==> config.mk <==
export PLATFORM = sky130hd
export DESIGN_NAME = positional_deque_store
export DESIGN_NICKNAME = d
export VERILOG_FILES = /design/src/pds_pkg.sv /design/src/pds_front.sv /design/src/pds_queue.sv /design/src/pds_back.sv /design/src/positional_deque_store.sv
export VERILOG_INCLUDE_DIRS = /design/src /design/src/src
export SDC_FILE = /design/constraint.sdc
export NUM_CORES = 2
export LEC_CHECK = 0
export BUFFER_PORTS_ARGS = -buffer_cell sky130_fd_sc_hd__buf_2
export CAP_MARGIN = 5
export CORE_ASPECT_RATIO = 0.5
export CORE_MARGIN = 3
export CORE_UTILIZATION = 30
export DETAILED_ROUTE_END_ITERATION = 16
export SYNTH_ARGS = -nofsm -noshare
export SYNTH_HDL_FRONTEND = slang
export SYNTH_HIERARCHICAL = 1
export SYNTH_SLANG_ARGS = --single-unit
==> constraint.sdc <==
create_clock -name clk -period 9.1 [get_ports clk]
set_input_delay 0.91 -clock clk [delete_from_list [all_inputs] [get_ports clk]]
set_output_delay 0.91 -clock clk [all_outputs]
set_load 0.05 [all_outputs]
==> src/positional_deque_store_defines.svh <==
// ----------------------------------------------------------------------------
// positional deque store assertion macros
// shared concurrent assertion forms, clocked on clk and held off during rst
// ----------------------------------------------------------------------------
`ifndef POSITIONAL_DEQUE_STORE_DEFINES_SVH
`define POSITIONAL_DEQUE_STORE_DEFINES_SVH

// condition holds at every edge out of reset
`define PDS_ASSERT_ALWAYS(name, cond) \
  name: assert property (@(posedge clk) disable iff (rst) (cond)) \
    else $error("pds: invariant violated");

// antecedent at one edge implies consequent at the next
`define PDS_ASSERT_NEXT(name, ante, cons) \
  name: assert property (@(posedge clk) disable iff (rst) (ante) |=> (cons)) \
    else $error("pds: sequence violated");

`endif

==> src/pds_pkg.sv <==
// ----------------------------------------------------------------------------
// pds_pkg
// shared types and codes of the positional deque store
// ----------------------------------------------------------------------------
package pds_pkg;

  localparam int POS_W   = 5;
  localparam int COUNT_W = 5;

  // command codes on the command port
  localparam logic [2:0] CMD_PUSH_FRONT = 3'd0;
  localparam logic [2:0] CMD_PUSH_BACK  = 3'd1;
  localparam logic [2:0] CMD_INSERT     = 3'd2;
  localparam logic [2:0] CMD_POP_FRONT  = 3'd3;
  localparam logic [2:0] CMD_POP_BACK   = 3'd4;
  localparam logic [2:0] CMD_ERASE      = 3'd5;
  localparam logic [2:0] CMD_DUMP       = 3'd6;

  // status codes
  localparam logic [1:0] ST_OK     = 2'd0;
  localparam logic [1:0] ST_BADPOS = 2'd1;
  localparam logic [1:0] ST_FULL   = 2'd2;
  localparam logic [1:0] ST_EMPTY  = 2'd3;

  typedef enum logic [2:0] {
    OP_ADD_FRONT,
    OP_ADD_BACK,
    OP_ADD_AT,
    OP_POP_FRONT,
    OP_POP_BACK,
    OP_ERASE,
    OP_DUMP,
    OP_NOP
  } op_t;

  typedef struct packed {
    logic [31:0]        name_tag;
    logic signed [15:0] hp;
    logic signed [15:0] damage;
    logic signed [15:0] speed;
  } record_t;

  typedef struct packed {
    op_t              op;
    logic [POS_W-1:0] position;
    record_t          rec;
  } req_t;

endpackage

==> src/pds_front.sv <==
// ----------------------------------------------------------------------------
// pds_front
// command intake: handshake and decode of the command code into an operation
// ----------------------------------------------------------------------------
module pds_front import pds_pkg::*; (
  input  logic               start,
  input  logic [2:0]         command,
  input  logic [POS_W-1:0]   position,
  input  logic [31:0]        name_tag,
  input  logic signed [15:0] hp,
  input  logic signed [15:0] damage,
  input  logic signed [15:0] speed,
  input  logic               q_full,
  output logic               busy,
  output logic               q_push,
  output req_t               q_wdata
);

  op_t op;

  always_comb begin
    case (command)
      CMD_PUSH_FRONT: op = OP_ADD_FRONT;
      CMD_PUSH_BACK:  op = OP_ADD_BACK;
      CMD_INSERT:     op = OP_ADD_AT;
      CMD_POP_FRONT:  op = OP_POP_FRONT;
      CMD_POP_BACK:   op = OP_POP_BACK;
      CMD_ERASE:      op = OP_ERASE;
      CMD_DUMP:       op = OP_DUMP;
      default:        op = OP_NOP;
    endcase
  end

  // stall only while the queue holds no free slot
  assign busy   = q_full;
  assign q_push = start && !q_full;

  always_comb begin
    q_wdata.op           = op;
    q_wdata.position     = position;
    q_wdata.rec.name_tag = name_tag;
    q_wdata.rec.hp       = hp;
    q_wdata.rec.damage   = damage;
    q_wdata.rec.speed    = speed;
  end

endmodule

==> src/pds_queue.sv <==
// ----------------------------------------------------------------------------
// pds_queue
// two-entry command queue between intake and execution
// ----------------------------------------------------------------------------
module pds_queue import pds_pkg::*; (
  input  logic clk,
  input  logic rst,
  input  logic push,
  input  req_t wdata,
  input  logic pop,
  output req_t rdata,
  output logic valid,
  output logic full
);

  req_t       slots [2];
  logic       wr_ptr;
  logic       rd_ptr;
  logic [1:0] level;

  assign valid = (level != 2'd0);
  assign full  = (level == 2'd2);
  assign rdata = slots[rd_ptr];

  always_ff @(posedge clk) begin
    if (rst) begin
      wr_ptr <= 1'b0;
      rd_ptr <= 1'b0;
      level  <= 2'd0;
    end else begin
      if (push) wr_ptr <= !wr_ptr;
      if (pop) rd_ptr <= !rd_ptr;
      if (push && !pop) level <= level + 2'd1;
      else if (pop && !push) level <= level - 2'd1;
    end
  end

  always_ff @(posedge clk) begin
    if (push) slots[wr_ptr] <= wdata;
  end

endmodule

==> src/pds_back.sv <==
// ----------------------------------------------------------------------------
// pds_back
// execution: row of record cells, count, dump sequencing, result register
// ----------------------------------------------------------------------------
`include "positional_deque_store_defines.svh"

module pds_back import pds_pkg::*; #(
  parameter int DEPTH = 16
) (
  input  logic                 clk,
  input  logic                 rst,
  input  req_t                 req,
  input  logic                 req_valid,
  output logic                 req_pop,
  output logic                 result_valid,
  output logic [1:0]           status,
  output logic [COUNT_W-1:0]   count,
  output logic                 store_empty,
  output logic                 item_valid,
  output logic [31:0]          item_name_tag,
  output logic signed [15:0]   item_hp,
  output logic signed [15:0]   item_damage,
  output logic signed [15:0]   item_speed,
  output logic                 last
);

  localparam int CW   = $clog2(DEPTH + 1);
  localparam int IW   = $clog2(DEPTH);
  localparam int CMPW = (CW > POS_W) ? CW : POS_W;

  record_t         cells [DEPTH];
  logic [CW-1:0]   cnt;
  logic [CW-1:0]   cnt_next;
  logic            dumping;
  logic            dumping_next;
  logic [IW-1:0]   di;
  logic [IW-1:0]   di_next;
  logic [IW-1:0]   rd_idx;
  logic [CMPW-1:0] cnt_ext;
  logic [CMPW-1:0] cnt_next_ext;
  logic [CMPW-1:0] pos_ext;
  logic [CMPW-1:0] add_pos;
  logic [CMPW-1:0] rm_pos;
  logic            add_req;
  logic            do_add;
  logic            do_rm;
  logic            emit;
  logic            emit_item;
  logic            emit_last;
  logic [1:0]      st;

  assign cnt_ext      = CMPW'(cnt);
  assign cnt_next_ext = CMPW'(cnt_next);
  assign pos_ext      = CMPW'(req.position);
  assign req_pop      = req_valid && !dumping;

  always_comb begin
    cnt_next     = cnt;
    dumping_next = dumping;
    di_next      = di;
    rd_idx       = di;
    add_req      = 1'b0;
    add_pos      = '0;
    do_add       = 1'b0;
    do_rm        = 1'b0;
    rm_pos       = '0;
    emit         = 1'b0;
    emit_item    = 1'b0;
    emit_last    = 1'b1;
    st           = ST_OK;
    if (dumping) begin
      emit         = 1'b1;
      emit_item    = 1'b1;
      emit_last    = (CMPW'(di) + CMPW'(1)) == cnt_ext;
      dumping_next = !emit_last;
      di_next      = di + IW'(1);
    end else if (req_valid) begin
      emit = 1'b1;
      case (req.op)
        OP_ADD_FRONT: begin
          add_req = 1'b1;
          add_pos = '0;
        end
        OP_ADD_BACK: begin
          add_req = 1'b1;
          add_pos = cnt_ext;
        end
        OP_ADD_AT: begin
          add_req = 1'b1;
          add_pos = pos_ext;
        end
        OP_POP_FRONT: begin
          if (cnt == '0) st = ST_EMPTY;
          else begin
            do_rm    = 1'b1;
            rm_pos   = '0;
            cnt_next = cnt - CW'(1);
          end
        end
        OP_POP_BACK: begin
          if (cnt == '0) st = ST_EMPTY;
          else cnt_next = cnt - CW'(1);
        end
        OP_ERASE: begin
          if (pos_ext >= cnt_ext) st = ST_BADPOS;
          else begin
            do_rm    = 1'b1;
            rm_pos   = pos_ext;
            cnt_next = cnt - CW'(1);
          end
        end
        OP_DUMP: begin
          if (cnt == '0) st = ST_EMPTY;
          else begin
            // first record leaves now, the rest follow one a cycle
            emit_item    = 1'b1;
            rd_idx       = '0;
            emit_last    = (cnt_ext == CMPW'(1));
            dumping_next = !emit_last;
            di_next      = IW'(1);
          end
        end
        default: ;
      endcase
      if (add_req) begin
        // position is checked before fullness
        if (add_pos > cnt_ext) st = ST_BADPOS;
        else if (cnt_ext == CMPW'(DEPTH)) st = ST_FULL;
        else begin
          do_add   = 1'b1;
          cnt_next = cnt + CW'(1);
        end
      end
    end
  end

  always_ff @(posedge clk) begin
    if (rst) begin
      cnt          <= '0;
      dumping      <= 1'b0;
      di           <= '0;
      result_valid <= 1'b0;
    end else begin
      cnt          <= cnt_next;
      dumping      <= dumping_next;
      di           <= di_next;
      result_valid <= emit;
    end
  end

  // result word register
  always_ff @(posedge clk) begin
    status      <= st;
    count       <= cnt_next_ext[COUNT_W-1:0];
    store_empty <= (cnt_next == '0);
    item_valid  <= emit_item;
    last        <= emit_last;
    if (emit_item) begin
      item_name_tag <= cells[rd_idx].name_tag;
      item_hp       <= cells[rd_idx].hp;
      item_damage   <= cells[rd_idx].damage;
      item_speed    <= cells[rd_idx].speed;
    end else begin
      item_name_tag <= '0;
      item_hp       <= '0;
      item_damage   <= '0;
      item_speed    <= '0;
    end
  end

  // cell row: each cell loads new data, its lower or its upper neighbor
  always_ff @(posedge clk) begin
    for (int i = 0; i < DEPTH; i++) begin
      if (do_add && CMPW'(i) == add_pos) cells[i] <= req.rec;
    end
    for (int i = 1; i < DEPTH; i++) begin
      if (do_add && CMPW'(i) > add_pos) cells[i] <= cells[i-1];
    end
    for (int i = 0; i < DEPTH - 1; i++) begin
      if (do_rm && CMPW'(i) >= rm_pos) cells[i] <= cells[i+1];
    end
  end

  `PDS_ASSERT_ALWAYS(a_count_bound, cnt_ext <= CMPW'(DEPTH))
  `PDS_ASSERT_NEXT(a_dump_burst, result_valid && !last, result_valid && item_valid)
  `PDS_ASSERT_ALWAYS(a_item_ok, !(result_valid && item_valid) || status == ST_OK)
  `PDS_ASSERT_ALWAYS(a_no_pop_in_dump, !(dumping && req_pop))

endmodule

==> src/positional_deque_store.sv <==
// ----------------------------------------------------------------------------
// positional_deque_store
// a command is written to a queue slot, and its first result word to the result register
// one command per cycle while busy is low; a dump holds execution to its last word
// busy rises only while the two-entry command queue is full (during a long dump)
// reset: synchronous, empties the store and queue; record cells are not cleared
// ----------------------------------------------------------------------------
module positional_deque_store import pds_pkg::*; #(
  parameter int DEPTH = 16
) (
  input  logic                 clk,
  input  logic                 rst,
  input  logic                 start,
  output logic                 busy,
  input  logic [2:0]           command,
  input  logic [POS_W-1:0]     position,
  input  logic [31:0]          name_tag,
  input  logic signed [15:0]   hp,
  input  logic signed [15:0]   damage,
  input  logic signed [15:0]   speed,
  output logic                 result_valid,
  output logic [1:0]           status,
  output logic [COUNT_W-1:0]   count,
  output logic                 store_empty,
  output logic                 item_valid,
  output logic [31:0]          item_name_tag,
  output logic signed [15:0]   item_hp,
  output logic signed [15:0]   item_damage,
  output logic signed [15:0]   item_speed,
  output logic                 last
);

  // front to queue
  logic q_push;
  req_t q_wdata;
  logic q_full;
  // queue to back
  req_t q_rdata;
  logic q_valid;
  logic q_pop;

  // intake decodes the command word into an operation; it never needs store state
  pds_front u_front (
    .start    (start),
    .command  (command),
    .position (position),
    .name_tag (name_tag),
    .hp       (hp),
    .damage   (damage),
    .speed    (speed),
    .q_full   (q_full),
    .busy     (busy),
    .q_push   (q_push),
    .q_wdata  (q_wdata)
  );

  // short queue lets intake keep taking words while a dump streams out
  pds_queue u_queue (
    .clk   (clk),
    .rst   (rst),
    .push  (q_push),
    .wdata (q_wdata),
    .pop   (q_pop),
    .rdata (q_rdata),
    .valid (q_valid),
    .full  (q_full)
  );

  // execution: all range and fullness checks, a parallel shift of the cell row,
  // one result word per cycle through the output register
  pds_back #(
    .DEPTH (DEPTH)
  ) u_back (
    .clk           (clk),
    .rst           (rst),
    .req           (q_rdata),
    .req_valid     (q_valid),
    .req_pop       (q_pop),
    .result_valid  (result_valid),
    .status        (status),
    .count         (count),
    .store_empty   (store_empty),
    .item_valid    (item_valid),
    .item_name_tag (item_name_tag),
    .item_hp       (item_hp),
    .item_damage   (item_damage),
    .item_speed    (item_speed),
    .last          (last)
  );

endmodule

==> impl_metrics.ini <==
[run_status]
status = finished, final reports clean

[clock_tree]
cts_tree = done
clockBufferDepth = 3
root_buffer = clkbuf_16
cts_max_level = 4
insertion_delay_ps = 820
hold_buffers = 0
cts_buffers = 166
path_clk_slew_ps = 60
cts_setup_buffers = 0
ctsResizeCount = 0
clkSinkCount = 1562

[synthesis]
ys_seq_area_share_pct = 55.2
syn_nets = 7871
synth_top_area_share_pct = 52.6
avgSynthCellArea_um2 = 10.7
yosysTopAreaCell = edfxtp_1
ys_ff_latch = 1562
synth_edf_count = 1456
synthCells = 7764
synth_cell_types = 66
synthTopCellsByArea = edfxtp_1 53%, nand2_1 8.5%, mux2i_1 6.8%
async_flop_share_pct = 0
yosys_most_used_dff = edfxtp_1
synth_area_mm2 = 0.0831
yosys_warnings = 6

[die]
io-pin-count = 183
coreArea_mm2 = 0.273
die_y_um = 378
die_area_mm2 = 0.284
die_x_um = 750
num_rows = 135
initial_core_util_pct = 30.4

[pwr]
p_per_area_mw_per_mm2 = 357
switching_share_pct = 39.4
p_int_mw = 19.8
power_frac_clock_pct = 20.7
pwr-share-seq_pct = 43.0
peakVddDrop_v = 0.000436
p_switching_mw = 12.9
combPwrFrac_pct = 36.3
p_leak_nw = 34.1

[layout]
final_cell_mix = 1,861 x nand2_1, 1,456 x edfxtp_1, 584 x nor2_1
mostFrequentLayoutCell = nand2_1
final_cell_area_mm2 = 0.0919
fill_cells = 27200
layout.cells.non_filler = 11200
finalNetCount = 7556
area_growth_pct = 10.6
drive_above_1_share_pct = 13.4

[flow_run]
cap_violations = 0

[drt]
drtAntennaViolNets = 0
first_pass_iters = 8
vias = 65200
drt_iter0_drc = 9656
wl_met1_mm = 118
drc = 0
route.met2.wl_mm = 136
met3_wirelength_mm = 36.1
routed_wl_mm = 305
maxUsedRoutingLayer = met5
viasPerCell = 5.81
avgRoutedWirePerCell_um = 27.1

[timing]
period_needed_ps = 6250
slew_violations = 0
tightestPinTransition_ps = 1210
slew_headroom_pct = 19.6
fin_crit_sh_pct = 68.7
fmax_mhz = 160
fin_skew_ps = 32.9
setup_tns_ps = 0
rsz0062_at_grt = no
hold_viol = 0
setup_ws_ps = 2850
setup_violations = 0

[global_route]
grt_usage_pct = 20.6
grt_pass1_vias = 61800
grt-ovfl-total = 0
grt_pass1_wl_mm = 435
grt_max_degree = 165
antenna_found_initial = 18

[min_path]
hp-class = in2reg
hold_depth = 1
min_from = hp[9]
whs_endpoint = u_queue/slots[1][41]$_DFFE_PP_

[setup_path]
rr_endpoint = u_back/cells[3][14]$_DFFE_PP_
cp_max_fo = 47
required_ps = 9650
end_kind = register
arrival_ps = 6800
cp-start-kind = register
r2r_slack_ps = 2850
r2r_cells = 12
worstSetupPathType = reg2reg

[placed_design]
place_area_mm2 = 0.0866
pre_cts_ws_ps = 3120
dp_hpwl_mm = 163
io_buffers = 182
dp.cells = 10900
gp_congestion = 0.881
-- state kept, by name (all words and copies together) (netlist names), 2 cells and up, named ones only --
register and count:
u_back/item_speed 16, u_back/status 2, u_back/item_damage 16, u_back/cnt 5, u_back/di 4, u_back/item_hp 16
u_back/count 5, u_queue/slots 176, u_back/cells 1280, u_queue/level 2, u_back/item_name_tag 32
-- synthesized netlist by cell type, drive strengths merged (11+ instances only) --
| master | count |
|---|---|
| a22o | 114 |
| buf | 293 |
| nand3 | 170 |
| ha | 16 |
| dfxtp | 106 |
| nand3b | 11 |
| nand2 | 1877 |
| mux4 | 160 |
| mux2i | 565 |
| nor2b | 14 |
| o22a | 44 |
| clkbuf | 488 |
| nand2b | 11 |
| nor2 | 587 |
| a31oi | 406 |
| a21oi | 342 |
| mux2 | 249 |
| o21ai | 425 |
| a22oi | 235 |
| o21a | 45 |
| edfxtp | 1456 |
| a21o | 39 |
| inv | 18 |
-- cell families (layout without fill, tap and decap cells) --
kind of cell             after synthesis  count (layout)  synth area share, %
flip-flops                          1562            1562                 55.2
XOR/XNOR                               8               8               0.0844
adder cells (fa/ha/maj)               16              16                0.241
other                                  0               7                    0
buffers and inverters                799             621                 4.37
AND/OR/NAND/NOR                     2717            2717                 12.9
multiplexers                         974             974                 14.6
AO/OA/AOI/OAI                       1688            1688                 12.6
-- critical path, stage by stage (launching register included) --
cell	delay, ps
dfxtp_4	520
mux2_2	500
nand3b_1	200
a21oi_1	610
ha_1	350
and3_1	190
and3_1	190
a21oi_1	900
nor4_2	180
nand2_4	140
buf_4	870
nand2_4	790
o21a_1	430
-- layer usage --
layer  GRT usage (%)  vias up
li1                -    27700
met2            32.9     4515
met1            27.1    32100
met4            8.67        2
met5               0        -
met3            4.28      842
-- per-stage QoR --
step	power [mW]	hold WS, ps	utilization (%)
after floorplan	21.4	456	-
after global placement	25.5	482	31.7
after detailed placement	25.8	495	31.7
after CTS	32.5	223	33.6
after global routing	34.1	249	33.6
final	32.8	275	33.6
-- power by group through the flow --
stage	logic, mW	registers (mW)	clock network (mW)
6_report	11.9	14.1	6.78
5_1_grt	12.6	14.3	7.15
3_3_place_gp	11.4	14.1	0
3_5_place_dp	11.7	14.1	0
2_1_floorplan	7.66	13.7	0
4_1_cts	11.7	14.0	6.87
-- layout make-up --
cell class                 instances  area, µm²  area share (%)
antenna                            7       17.5          0.0191
clock buffer                     253       4770            5.19
clock inverter                    52        507           0.552
inverter                          18       67.6          0.0736
multi-input combinational       5403      34100            37.1
sequential                      1562      45900            49.9
tap                             3630       4540            4.94
timing repair buffer             298       2040            2.23
-- how the worst max path moves through the flow --
stage	startpoint	endpoint	slack [ps]	cells after the start
after floorplan	register	u_back/cells[14][0]$_DFFE_PP_	110	16
after global placement	register	u_back/cells[14][10]$_DFFE_PP_	3120	12
after CTS	register	u_back/cells[14][10]$_DFFE_PP_	3040	12
after global routing	register	u_back/cells[3][25]$_DFFE_PP_	2710	12
after detailed placement	register	u_back/cells[14][10]$_DFFE_PP_	3120	12
final	register	u_back/cells[3][14]$_DFFE_PP_	2850	12
No activity file was read; power rests on OpenSTA's default activity.
